<file path="config.mk">
export PLATFORM = sky130hd
export DESIGN_NAME = ema_filter_unit
export DESIGN_NICKNAME = d
export VERILOG_FILES = /design/src/rtl/ema_pkg.sv /design/src/rtl/ema_ctrl.sv /design/src/rtl/ema_datapath.sv /design/src/rtl/ema_filter_unit.sv
export SDC_FILE = /design/constraint.sdc
export NUM_CORES = 2
export LEC_CHECK = 0
export ABC_AREA = 1
export BUFFER_PORTS_ARGS = -buffer_cell sky130_fd_sc_hd__buf_2
export CAP_MARGIN = 20
export CORE_ASPECT_RATIO = 1.1
export CORE_UTILIZATION = 65
export CTS_CLUSTER_DIAMETER = 60
export DETAILED_ROUTE_END_ITERATION = 12
export PLACE_DENSITY = 0.82
export SYNTH_ARGS = -nofsm -noshare
export SYNTH_HDL_FRONTEND = slang
export SYNTH_HIERARCHICAL = 1
export SYNTH_SLANG_ARGS = --single-unit
</file>
<file path="constraint.sdc">
create_clock -name clk -period 9.52 [get_ports clk]
set_clock_uncertainty 0.2 [all_clocks]
set_input_delay 1.428 -clock clk [delete_from_list [all_inputs] [get_ports clk]]
set_output_delay 1.428 -clock clk [all_outputs]
set_load 0.005 [all_outputs]
</file>
<file path="src/rtl/ema_pkg.sv">
package ema_pkg;

  localparam int unsigned DATA_W    = 32;
  localparam int unsigned CFG_W     = 16;
  localparam int unsigned NUM_W     = 49;
  localparam int unsigned MAG_W     = 48;
  localparam int unsigned DIV_STEPS = 48;
  localparam int unsigned CNT_W     = 6;

  localparam logic REG_SCALE      = 1'b0;
  localparam logic REG_ALPHA      = 1'b1;
  localparam logic ACT_FILTER     = 1'b0;
  localparam logic ACT_CLEAR      = 1'b1;
  localparam logic STATUS_OK      = 1'b0;
  localparam logic STATUS_INVALID = 1'b1;

  typedef enum logic [3:0] {
    ST_IDLE,
    ST_DECIDE,
    ST_MUL_A,
    ST_MUL_B,
    ST_ADD,
    ST_ABS,
    ST_DIV,
    ST_FIN,
    ST_RESULT
  } ema_state_t;

  typedef struct packed {
    logic capture;
    logic clear;
    logic prime;
    logic invalid;
    logic mul_a;
    logic mul_b;
    logic add;
    logic absval;
    logic div_step;
    logic finish;
    logic emit;
  } ema_cmd_t;

  typedef struct packed {
    logic clear_req;
    logic cfg_ok;
    logic primed;
    logic div_last;
    logic out_busy;
  } ema_stat_t;

endpackage

</file>
<file path="src/rtl/ema_ctrl.sv">
module ema_ctrl import ema_pkg::*; (
  input  logic      clk,
  input  logic      rst_n,
  input  logic      in_valid,
  output logic      in_ready,
  input  ema_stat_t stat,
  output ema_cmd_t  cmd
);

  ema_state_t state_r, state_nxt;
  logic       accept;

  assign accept = in_valid && in_ready;

  always_ff @(posedge clk) begin
    if (!rst_n) begin
      state_r <= ST_IDLE;
    end else begin
      state_r <= state_nxt;
    end
  end

  always_comb begin
    state_nxt = state_r;
    cmd       = '0;
    in_ready  = 1'b0;
    case (state_r)
      ST_IDLE: begin
        in_ready = 1'b1;
        if (accept) begin
          cmd.capture = 1'b1;
          state_nxt   = ST_DECIDE;
        end
      end
      ST_DECIDE: begin
        if (stat.clear_req) begin
          cmd.clear = 1'b1;
          state_nxt = ST_RESULT;
        end else if (!stat.cfg_ok) begin
          cmd.invalid = 1'b1;
          state_nxt   = ST_RESULT;
        end else if (!stat.primed) begin
          cmd.prime = 1'b1;
          state_nxt = ST_RESULT;
        end else begin
          state_nxt = ST_MUL_A;
        end
      end
      ST_MUL_A: begin
        cmd.mul_a = 1'b1;
        state_nxt = ST_MUL_B;
      end
      ST_MUL_B: begin
        cmd.mul_b = 1'b1;
        state_nxt = ST_ADD;
      end
      ST_ADD: begin
        cmd.add   = 1'b1;
        state_nxt = ST_ABS;
      end
      ST_ABS: begin
        cmd.absval = 1'b1;
        state_nxt  = ST_DIV;
      end
      ST_DIV: begin
        cmd.div_step = 1'b1;
        if (stat.div_last) begin
          state_nxt = ST_FIN;
        end
      end
      ST_FIN: begin
        cmd.finish = 1'b1;
        state_nxt  = ST_RESULT;
      end
      ST_RESULT: begin
        if (!stat.out_busy) begin
          cmd.emit  = 1'b1;
          state_nxt = ST_IDLE;
        end
      end
      default: begin
        state_nxt = ST_IDLE;
      end
    endcase
  end

  a_accept_decide: assert property (@(posedge clk) disable iff (!rst_n)
    accept |=> state_r == ST_DECIDE)
    else $error("accepted beat did not move to decide");

  a_emit_free: assert property (@(posedge clk) disable iff (!rst_n)
    cmd.emit |-> !stat.out_busy)
    else $error("result loaded while output register busy");

  a_div_exit: assert property (@(posedge clk) disable iff (!rst_n)
    (state_r == ST_DIV && stat.div_last) |=> state_r == ST_FIN)
    else $error("divider did not finish after last step");

endmodule

</file>
<file path="src/rtl/ema_datapath.sv">
module ema_datapath import ema_pkg::*; (
  input  logic              clk,
  input  logic              rst_n,
  input  ema_cmd_t          cmd,
  output ema_stat_t         stat,
  input  logic              in_action,
  input  logic [DATA_W-1:0] in_sample,
  input  logic [CFG_W-1:0]  scale,
  input  logic [CFG_W-1:0]  alpha,
  output logic              out_valid,
  input  logic              out_ready,
  output logic [DATA_W-1:0] out_filtered,
  output logic              out_status
);

  logic                     action_r;
  logic signed [DATA_W-1:0] sample_r;
  logic signed [DATA_W-1:0] avg_r, avg_nxt;
  logic                     primed_r, primed_nxt;
  logic                     status_r;
  logic signed [NUM_W-1:0]  prod_a_r, prod_b_r, num_r;
  logic [MAG_W-1:0]         quo_r, quo_nxt;
  logic [CFG_W-1:0]         rem_r, rem_nxt;
  logic                     neg_r;
  logic [CNT_W-1:0]         cnt_r;
  logic                     out_valid_r;
  logic [DATA_W-1:0]        out_filtered_r;
  logic                     out_status_r;

  logic [CFG_W-1:0]         weight;
  logic [CFG_W:0]           trial;
  logic [CFG_W:0]           diff;
  logic                     fits;
  logic [DATA_W-1:0]        quo_lo;

  assign weight = scale - alpha;

  assign stat.clear_req = (action_r == ACT_CLEAR);
  assign stat.cfg_ok    = (scale != '0) && (alpha != '0) && (alpha <= scale);
  assign stat.primed    = primed_r;
  assign stat.div_last  = (cnt_r == CNT_W'(DIV_STEPS - 1));
  assign stat.out_busy  = out_valid_r && !out_ready;

  // restoring divide, one quotient bit per step
  assign trial   = {rem_r, quo_r[MAG_W-1]};
  assign diff    = trial - {1'b0, scale};
  assign fits    = (trial >= {1'b0, scale});
  assign rem_nxt = fits ? diff[CFG_W-1:0] : trial[CFG_W-1:0];
  assign quo_nxt = {quo_r[MAG_W-2:0], fits};
  assign quo_lo  = quo_r[DATA_W-1:0];

  always_comb begin
    avg_nxt    = avg_r;
    primed_nxt = primed_r;
    if (cmd.clear) begin
      avg_nxt    = '0;
      primed_nxt = 1'b0;
    end else if (cmd.prime) begin
      avg_nxt    = sample_r;
      primed_nxt = 1'b1;
    end else if (cmd.finish) begin
      avg_nxt = neg_r ? $signed(-quo_lo) : $signed(quo_lo);
    end
  end

  always_ff @(posedge clk) begin
    if (!rst_n) begin
      avg_r       <= '0;
      primed_r    <= 1'b0;
      out_valid_r <= 1'b0;
    end else begin
      avg_r    <= avg_nxt;
      primed_r <= primed_nxt;
      if (cmd.emit) begin
        out_valid_r <= 1'b1;
      end else if (out_ready) begin
        out_valid_r <= 1'b0;
      end
    end
  end

  always_ff @(posedge clk) begin
    if (cmd.capture) begin
      action_r <= in_action;
      sample_r <= $signed(in_sample);
      status_r <= STATUS_OK;
    end
    if (cmd.invalid) begin
      status_r <= STATUS_INVALID;
    end
    if (cmd.mul_a) begin
      prod_a_r <= $signed({1'b0, alpha}) * sample_r;
    end
    if (cmd.mul_b) begin
      prod_b_r <= $signed({1'b0, weight}) * avg_r;
    end
    if (cmd.add) begin
      num_r <= prod_a_r + prod_b_r;
    end
    if (cmd.absval) begin
      neg_r <= num_r[NUM_W-1];
      quo_r <= num_r[NUM_W-1] ? MAG_W'(-num_r) : num_r[MAG_W-1:0];
      rem_r <= '0;
      cnt_r <= '0;
    end
    if (cmd.div_step) begin
      quo_r <= quo_nxt;
      rem_r <= rem_nxt;
      cnt_r <= cnt_r + 1'b1;
    end
    if (cmd.emit) begin
      out_filtered_r <= avg_r;
      out_status_r   <= status_r;
    end
  end

  assign out_valid    = out_valid_r;
  assign out_filtered = out_filtered_r;
  assign out_status   = out_status_r;

endmodule

</file>
<file path="src/rtl/ema_filter_unit.sv">
// Exponential moving average of signed 32-bit samples. Each input beat either
// clears the filter (tuser high) or filters tdata; each gives one result beat
// with the new average in tdata and an invalid-configuration flag in tuser.
// The first sample after a clear or reset is taken as the average unchanged.
// A filtering beat runs a decide step, both multiplies, an add and sign
// handling, then the 48-step restoring divider that yields one quotient bit
// per cycle, then a final sign fix; clear, priming and invalid-configuration
// beats go from decide straight to the result. One beat is in work at a time;
// the next is accepted while the previous result waits in the output
// register. Write scale and alpha only while the block is idle.
module ema_filter_unit import ema_pkg::*; (
  input  logic              clk,
  input  logic              rst_n,
  input  logic              in_tvalid,
  output logic              in_tready,
  input  logic [DATA_W-1:0] in_tdata,   // [31:0] sample
  input  logic              in_tuser,   // [0] action
  output logic              out_tvalid,
  input  logic              out_tready,
  output logic [DATA_W-1:0] out_tdata,  // [31:0] filtered
  output logic              out_tuser,  // [0] status
  input  logic              cfg_we,
  input  logic              cfg_index,
  input  logic [CFG_W-1:0]  cfg_wdata
);

  logic [CFG_W-1:0] scale_r;
  logic [CFG_W-1:0] alpha_r;
  ema_cmd_t         cmd;
  ema_stat_t        stat;

  always_ff @(posedge clk) begin
    if (!rst_n) begin
      scale_r <= CFG_W'(16);
      alpha_r <= CFG_W'(4);
    end else if (cfg_we) begin
      if (cfg_index == REG_SCALE) begin
        scale_r <= cfg_wdata;
      end else if (cfg_index == REG_ALPHA) begin
        alpha_r <= cfg_wdata;
      end
    end
  end

  ema_ctrl u_ctrl (
    .clk      (clk),
    .rst_n    (rst_n),
    .in_valid (in_tvalid),
    .in_ready (in_tready),
    .stat     (stat),
    .cmd      (cmd)
  );

  ema_datapath u_datapath (
    .clk          (clk),
    .rst_n        (rst_n),
    .cmd          (cmd),
    .stat         (stat),
    .in_action    (in_tuser),
    .in_sample    (in_tdata),
    .scale        (scale_r),
    .alpha        (alpha_r),
    .out_valid    (out_tvalid),
    .out_ready    (out_tready),
    .out_filtered (out_tdata),
    .out_status   (out_tuser)
  );

endmodule
</file>
# Yosys cells after proc, flatten, opt, wreduce, memory -nomap -nowiden
# Index checks and enable logic that the tools add are counted.
# W data, S select, Z words.
[classes]
n_eq_ne = 12
n_reduce_logical = 15
n_mux = 37
add_sub_neg = 6
magnitude_cmp = 2
n_bitwise = 2
multipliers = 2
[op_table]
columns = ["operator", "count"]
rows = [
  ["$mux W48", 3],
  ["$mul A17 B32 Y49", 2],
  ["$mux W32", 3],
  ["$add A49 B49 Y49", 1],
  ["$mux W16", 3],
  ["$neg A48 Y48", 1],
  ["$pmux W4 S9", 1],
  ["$neg A32 Y32", 1],
  ["$reduce_bool A16 Y1", 2],
  ["$sub A16 B16 Y16", 2],
  ["$mux W4", 6],
  ["$ge A17 B16 Y1", 1],
  ["$mux W1", 17],
  ["$eq A4 B3 Y1 const B", 4],
  ["$le A16 B16 Y1", 1],
  ["$mux W6", 2],
  ["$eq A4 B2 Y1 const B", 2],
  ["$add A6 B1 Y6 const B", 1],
  ["$eq A6 B6 Y1 const B", 1],
  ["$reduce_bool A2 Y1", 3],
  ["$eq A4 B1 Y1 const B", 1],
  ["$eq A4 B4 Y1 const B", 1],
  ["$logic_and A1 B1 Y1", 4],
  ["$logic_not A4 Y1", 1],
  ["9 further kinds", 12],
]
[word_totals]
regBits = 355
wordCells = 94

# Longest topological paths before layout
[logic_depth]
word_depth = 7
mapped_depth = 39
ltp_nobuf = 37

# Modules after synthesis
# The synthesis kept the hierarchy.
[modules_own_cells]
columns = ["mod", "cells_per_inst", "n_inst", "area_per_inst_um2"]
rows = [
  ["ema_datapath", 7391, 1, 57113.5],
  ["ema_filter_unit", 172, 1, 1244.9],
  ["ema_ctrl", 59, 1, 319.1],
]

# Worst setup path before layout
# No wires, ideal clock.
[synth_path]
path_kind = "register to register"
start = "register alpha_r[2]"
end = "register u_datapath.prod_b_r[46], data pin"
path_buffers = 2
t_arrival_ns = 6.540
path_stages_with_launch = 29
synth_period_minus_slack_ns = 6.993
path_slack_ns = 2.527
setup_time_ns = 0.253
cell_sequence = "dfxtp_1 > clkbuf_1 > clkbuf_1 > inv_1 > ha_1 > nand3_2 > nand3_4 > a21oi_2 > o21ai_2 > xor2_2 > nand2_1 > fa_1 > inv_1 > fa_1 > fa_1 > fa_1 > fa_1 > inv_1 > fa_1 > inv_1 > ha_1 > nand2_1 > nor2_1 > nand2_1 > nor2_1 > and3_1 > nand2_1 > nand4_1 > nand2_1"
[synth_via]
elab_chain_len = 2
[synth_rtl]
columns = ["item", "line", "source"]
rows = [
  ["start: declaration", "ema_filter_unit.sv:28", "logic [CFG_W-1:0] alpha_r;"],
  ["start signal: assignment", "ema_filter_unit.sv:40", "alpha_r <= cfg_wdata;"],
  ["$sub A16 B16 Y16", "ema_datapath.sv:36", "assign weight = scale - alpha;"],
  ["$mul A17 B32 Y49", "ema_datapath.sv:95", "prod_b_r <= $signed({1'b0, weight}) * avg_r;"],
  ["end signal: assignment", "ema_datapath.sv:95", ""],
  ["end: declaration", "ema_datapath.sv:21", "logic signed [NUM_W-1:0] prod_a_r, prod_b_r, num_r;"],
]
# No other way between the ends.
# A chain may end at the register's enable or synchronous reset.

# Final worst setup path
[layout_path]
start = "register scale_r[0]"
end = "register u_datapath.prod_b_r[32], data pin"
[layout_via]
elab_chain_len = 2
[layout_rtl]
columns = ["item", "line", "source"]
rows = [
  ["start: declaration", "ema_filter_unit.sv:27", "logic [CFG_W-1:0] scale_r;"],
  ["start signal: assignment", "ema_filter_unit.sv:38", "scale_r <= cfg_wdata;"],
  ["$sub A16 B16 Y16", "ema_datapath.sv:36", ""],
  ["$mul A17 B32 Y49", "ema_datapath.sv:95", ""],
]
# No other way between the ends.

==> impl_metrics.csv <==
group,metric,value,unit
cells_and_area,fin_cells,8787,
timing,slew_viol_final,0,
synthesis,syn_avg_cell_area,7.70,um2
setup_path,critPathCaptureType,"flop",
flow_run,drv_cap,0,
die,initial_core_util,65.7,%
synthesis,ys_types,52,
synthesis,yosysTopAreaCell,"fa_1",
grt,met1_usage,55.2,%
synthesis,synthArstFlopShare,0,%
run_status,status,"finished, violations left",
clock_network,path_clk_slew,0.06,ns
clock_network,cts_buffers,47,
timing,fin_setup_tns,0,ns
timing,worst_hold_slack,0.231,ns
place,hpwl,160000,um
timing,tightestPinTransition,1.34,ns
synthesis,syn_nets,8976,
timing,hold_viol,0,
clock_network,cts_resized,0,
synthesis,yosys_warnings,6,
clock_network,cts-root-buf,"clkbuf_16",
synthesis,synthTopCellsByArea,"fa_1 33%, edfxtp_1 15%, nand2_1 13%",
place,io_buffers,89,
setup_path,crit_required,9.70,ns
pwr,leakage,32.0,nW
drt,wl_per_cell,22.7,um
synthesis,ys_seq_area_share,17.0,%
cells_and_area,nFillCells,7424,
drt,wl,199000,um
clock_network,htree_num_levels,2,
grt,grt_pass1_vias,52439,
pwr,vdd_drop_max,0.000752,V
place,placedCellCount,8689,
clock_network,ctsHoldBuffers,0,
clock_network,cts_tree,"done",
die,die_width,288,um
grt,grtUsageTotal,44.8,%
cells_and_area,finish.net_count,8927,
drt,drc,18,
synthesis,synthCells,7622,
timing,finalCritPeriodShare,87.9,%
grt,grt_use_met2,69.8,%
timing,maxSlewHeadroom,10.5,%
timing,finalSetupViolCount,0,
timing,max_freq,119,MHz
drt,vias,51391,
synthesis,syn-cell-area,58700,um2
drt,detail_route.vias_per_cell,5.85,
setup_path,path_max_fanout,19,
cells_and_area,drive_gt1_share,4.44,%
clock_network,clock_path_buffers,3,
grt,grt_start_max_net_pins,71,
synthesis,synth_most_common_cell,"nand2_1",
drt,postRouteAntennaNets,0,
setup_path,arrival,8.55,ns
drt,first_iter_violations,5486,
setup_path,critical_path_class,"flop to flop",
worst_hold_path,hp-class,"flop to flop",
drt,drtPass1Iterations,11,
grt,gr-total-overflow,0,
die,die_y,317,um
clock_network,cts_setup_buffers,0,
die,coreArea,89400,um2
place,place_congestion,1.05,
die,dieArea,91500,um2
timing,post-route-min-period,8.37,ns
timing,rsz0062_at_grt,"false",
clock_network,clk_latency,0.64,ns
clock_network,clock_sinks,355,
grt,antenna_found_initial,9,
grt,use_met3,11.7,%
grt,busiest_layer,"met2",
cells_and_area,final_core_util,69.1,%
run_status,violations,"design-rule violations",
setup_path,cp-start-kind,"flop",
grt,grt_pass1_wl,304000,um
die,rows,115,
synthesis,yosys-top-cells-count,"1959 x nand2_1, 1850 x inv_1, 981 x fa_1, 674 x nor2_1",
synthesis,synth_top_cell_area_share,33.5,%
synthesis,synth_edf_count,284,
synthesis,ys.flop_type,"edfxtp_1",
cells_and_area,area_growth,5.17,%
pwr,power_density,205,nW/um2
synthesis,synth-seq-cells,355,
die,ioPinCount,90,
==> power breakdown <==
group	internal (mW)	switching [mW]	leakage [nW]	total, mW
sequential	1.97	0.0961	3.13	2.07
combinational	2.68	6.07	28.2	8.75
clock	1.04	0.786	0.753	1.83
total	5.69	6.95	32.0	12.6
==> worst paths after layout <==
check             slack [ns]                                 to  cells after the start                             start
setup / recovery        1.15  u_datapath/prod_b_r[32]$_DFFE_PP_                     26           scale_r[0]$_SDFFE_PN0P_
setup reg to reg        1.15  u_datapath/prod_b_r[32]$_DFFE_PP_                     26           scale_r[0]$_SDFFE_PN0P_
hold / removal          0.23    u_datapath/out_status$_DFFE_PP_                      0  u_datapath/status_r$_SDFFE_PP1P_
hold reg to reg         0.23    u_datapath/out_status$_DFFE_PP_                      0  u_datapath/status_r$_SDFFE_PP1P_
==> logic make-up (layout without fill, tap and decap cells) <==
family	after synthesis	count (layout)	share of synthesized area, %
adders and majority gates	1299	1299	40.2
and+or+nand+nor	3191	3191	22.2
other	0	7	0
DFF	355	355	17.0
buffers and inverters	2124	2112	13.8
AOI/OAI and AO/OA	527	527	4.83
xor gates and xnor gates	126	126	1.93
==> critical path: stages (launching register included) <==
cell and delay [ns]:
dfxtp_1 0.39, inv_1 0.10, ha_1 0.21, fa_1 0.37, inv_1 0.12, or2_2 0.12
nand2_1 0.25, inv_1 0.81, buf_4 0.31, nand2_1 0.09, fa_1 0.57, inv_1 0.05
fa_1 0.52, inv_1 0.05, fa_1 0.51, inv_1 0.06, fa_1 0.49, fa_1 0.49
inv_1 0.05, fa_1 0.49, inv_1 0.06, ha_1 0.39, a21oi_1 0.35, o21ai_0 0.22
a21oi_1 0.37, nand3_1 0.27, xor2_1 0.20
==> registers in the layout, summed over array words and instances (netlist names), 4 cells and up <==
signal                   count
u_datapath/num_r            49
u_datapath/prod_a_r         49
u_datapath/prod_b_r         49
u_datapath/quo_r            48
u_datapath/avg_r            32
u_datapath/out_filtered     32
u_datapath/sample_r         32
alpha_r                     16
scale_r                     16
u_datapath/rem_r            16
u_datapath/cnt_r             6
u_ctrl/state_r               4
==> area by class of cell <==
| type | instances | area [um2] | share of cell area, % |
|---|---|---|---|
| Multi-Input combinational cell | 5143 | 40600 | 65.9 |
| Antenna cell | 7 | 17.5 | 0.0284 |
| Clock inverter | 25 | 305 | 0.495 |
| Sequential cell | 355 | 9950 | 16.1 |
| Timing Repair Buffer | 159 | 1060 | 1.72 |
| Tap cell | 1170 | 1460 | 2.37 |
| Inverter | 1867 | 7010 | 11.4 |
| Clock buffer | 61 | 1260 | 2.04 |
==> metal layers <==
metal	wire length, um	vias up
met1	70000	24651
met2	89100	3300
met4	15600	6
met3	24600	877
met5	42	-
li1	-	22557
==> cells in the final DEF, fill, tap and decap left out, types with 14 or more instances in the layout <==
cell and count:
a21oi_1 249, a22oi_1 23, a31oi_1 14, buf_2 89, buf_4 65, clkbuf_16 48, dfxtp_1 71, edfxtp_1 284
fa_1 981, ha_1 318, inv_1 1848, nand2_1 1959, nand2_2 28, nand3_1 318, nand4_1 75, nor2_1 671
nor2_2 31, nor3_1 33, nor4_1 19, o21ai_0 184, o21bai_1 14, xnor2_1 24, xor2_1 100
==> metrics by stage <==
| stage | instance area, um2 | total power, mW | setup WS, ns |
|---|---|---|---|
| after floorplan | 58700 | 7.28 | 2.53 |
| after global placement | 60000 | 10.5 | 1.36 |
| after detailed placement | 60000 | 10.6 | 1.31 |
| after CTS | 61600 | 12.5 | 1.36 |
| after global routing | 61700 | 13.4 | 0.910 |
| final | 61700 | 12.6 | 1.15 |
(Power assumes the default switching activity.)
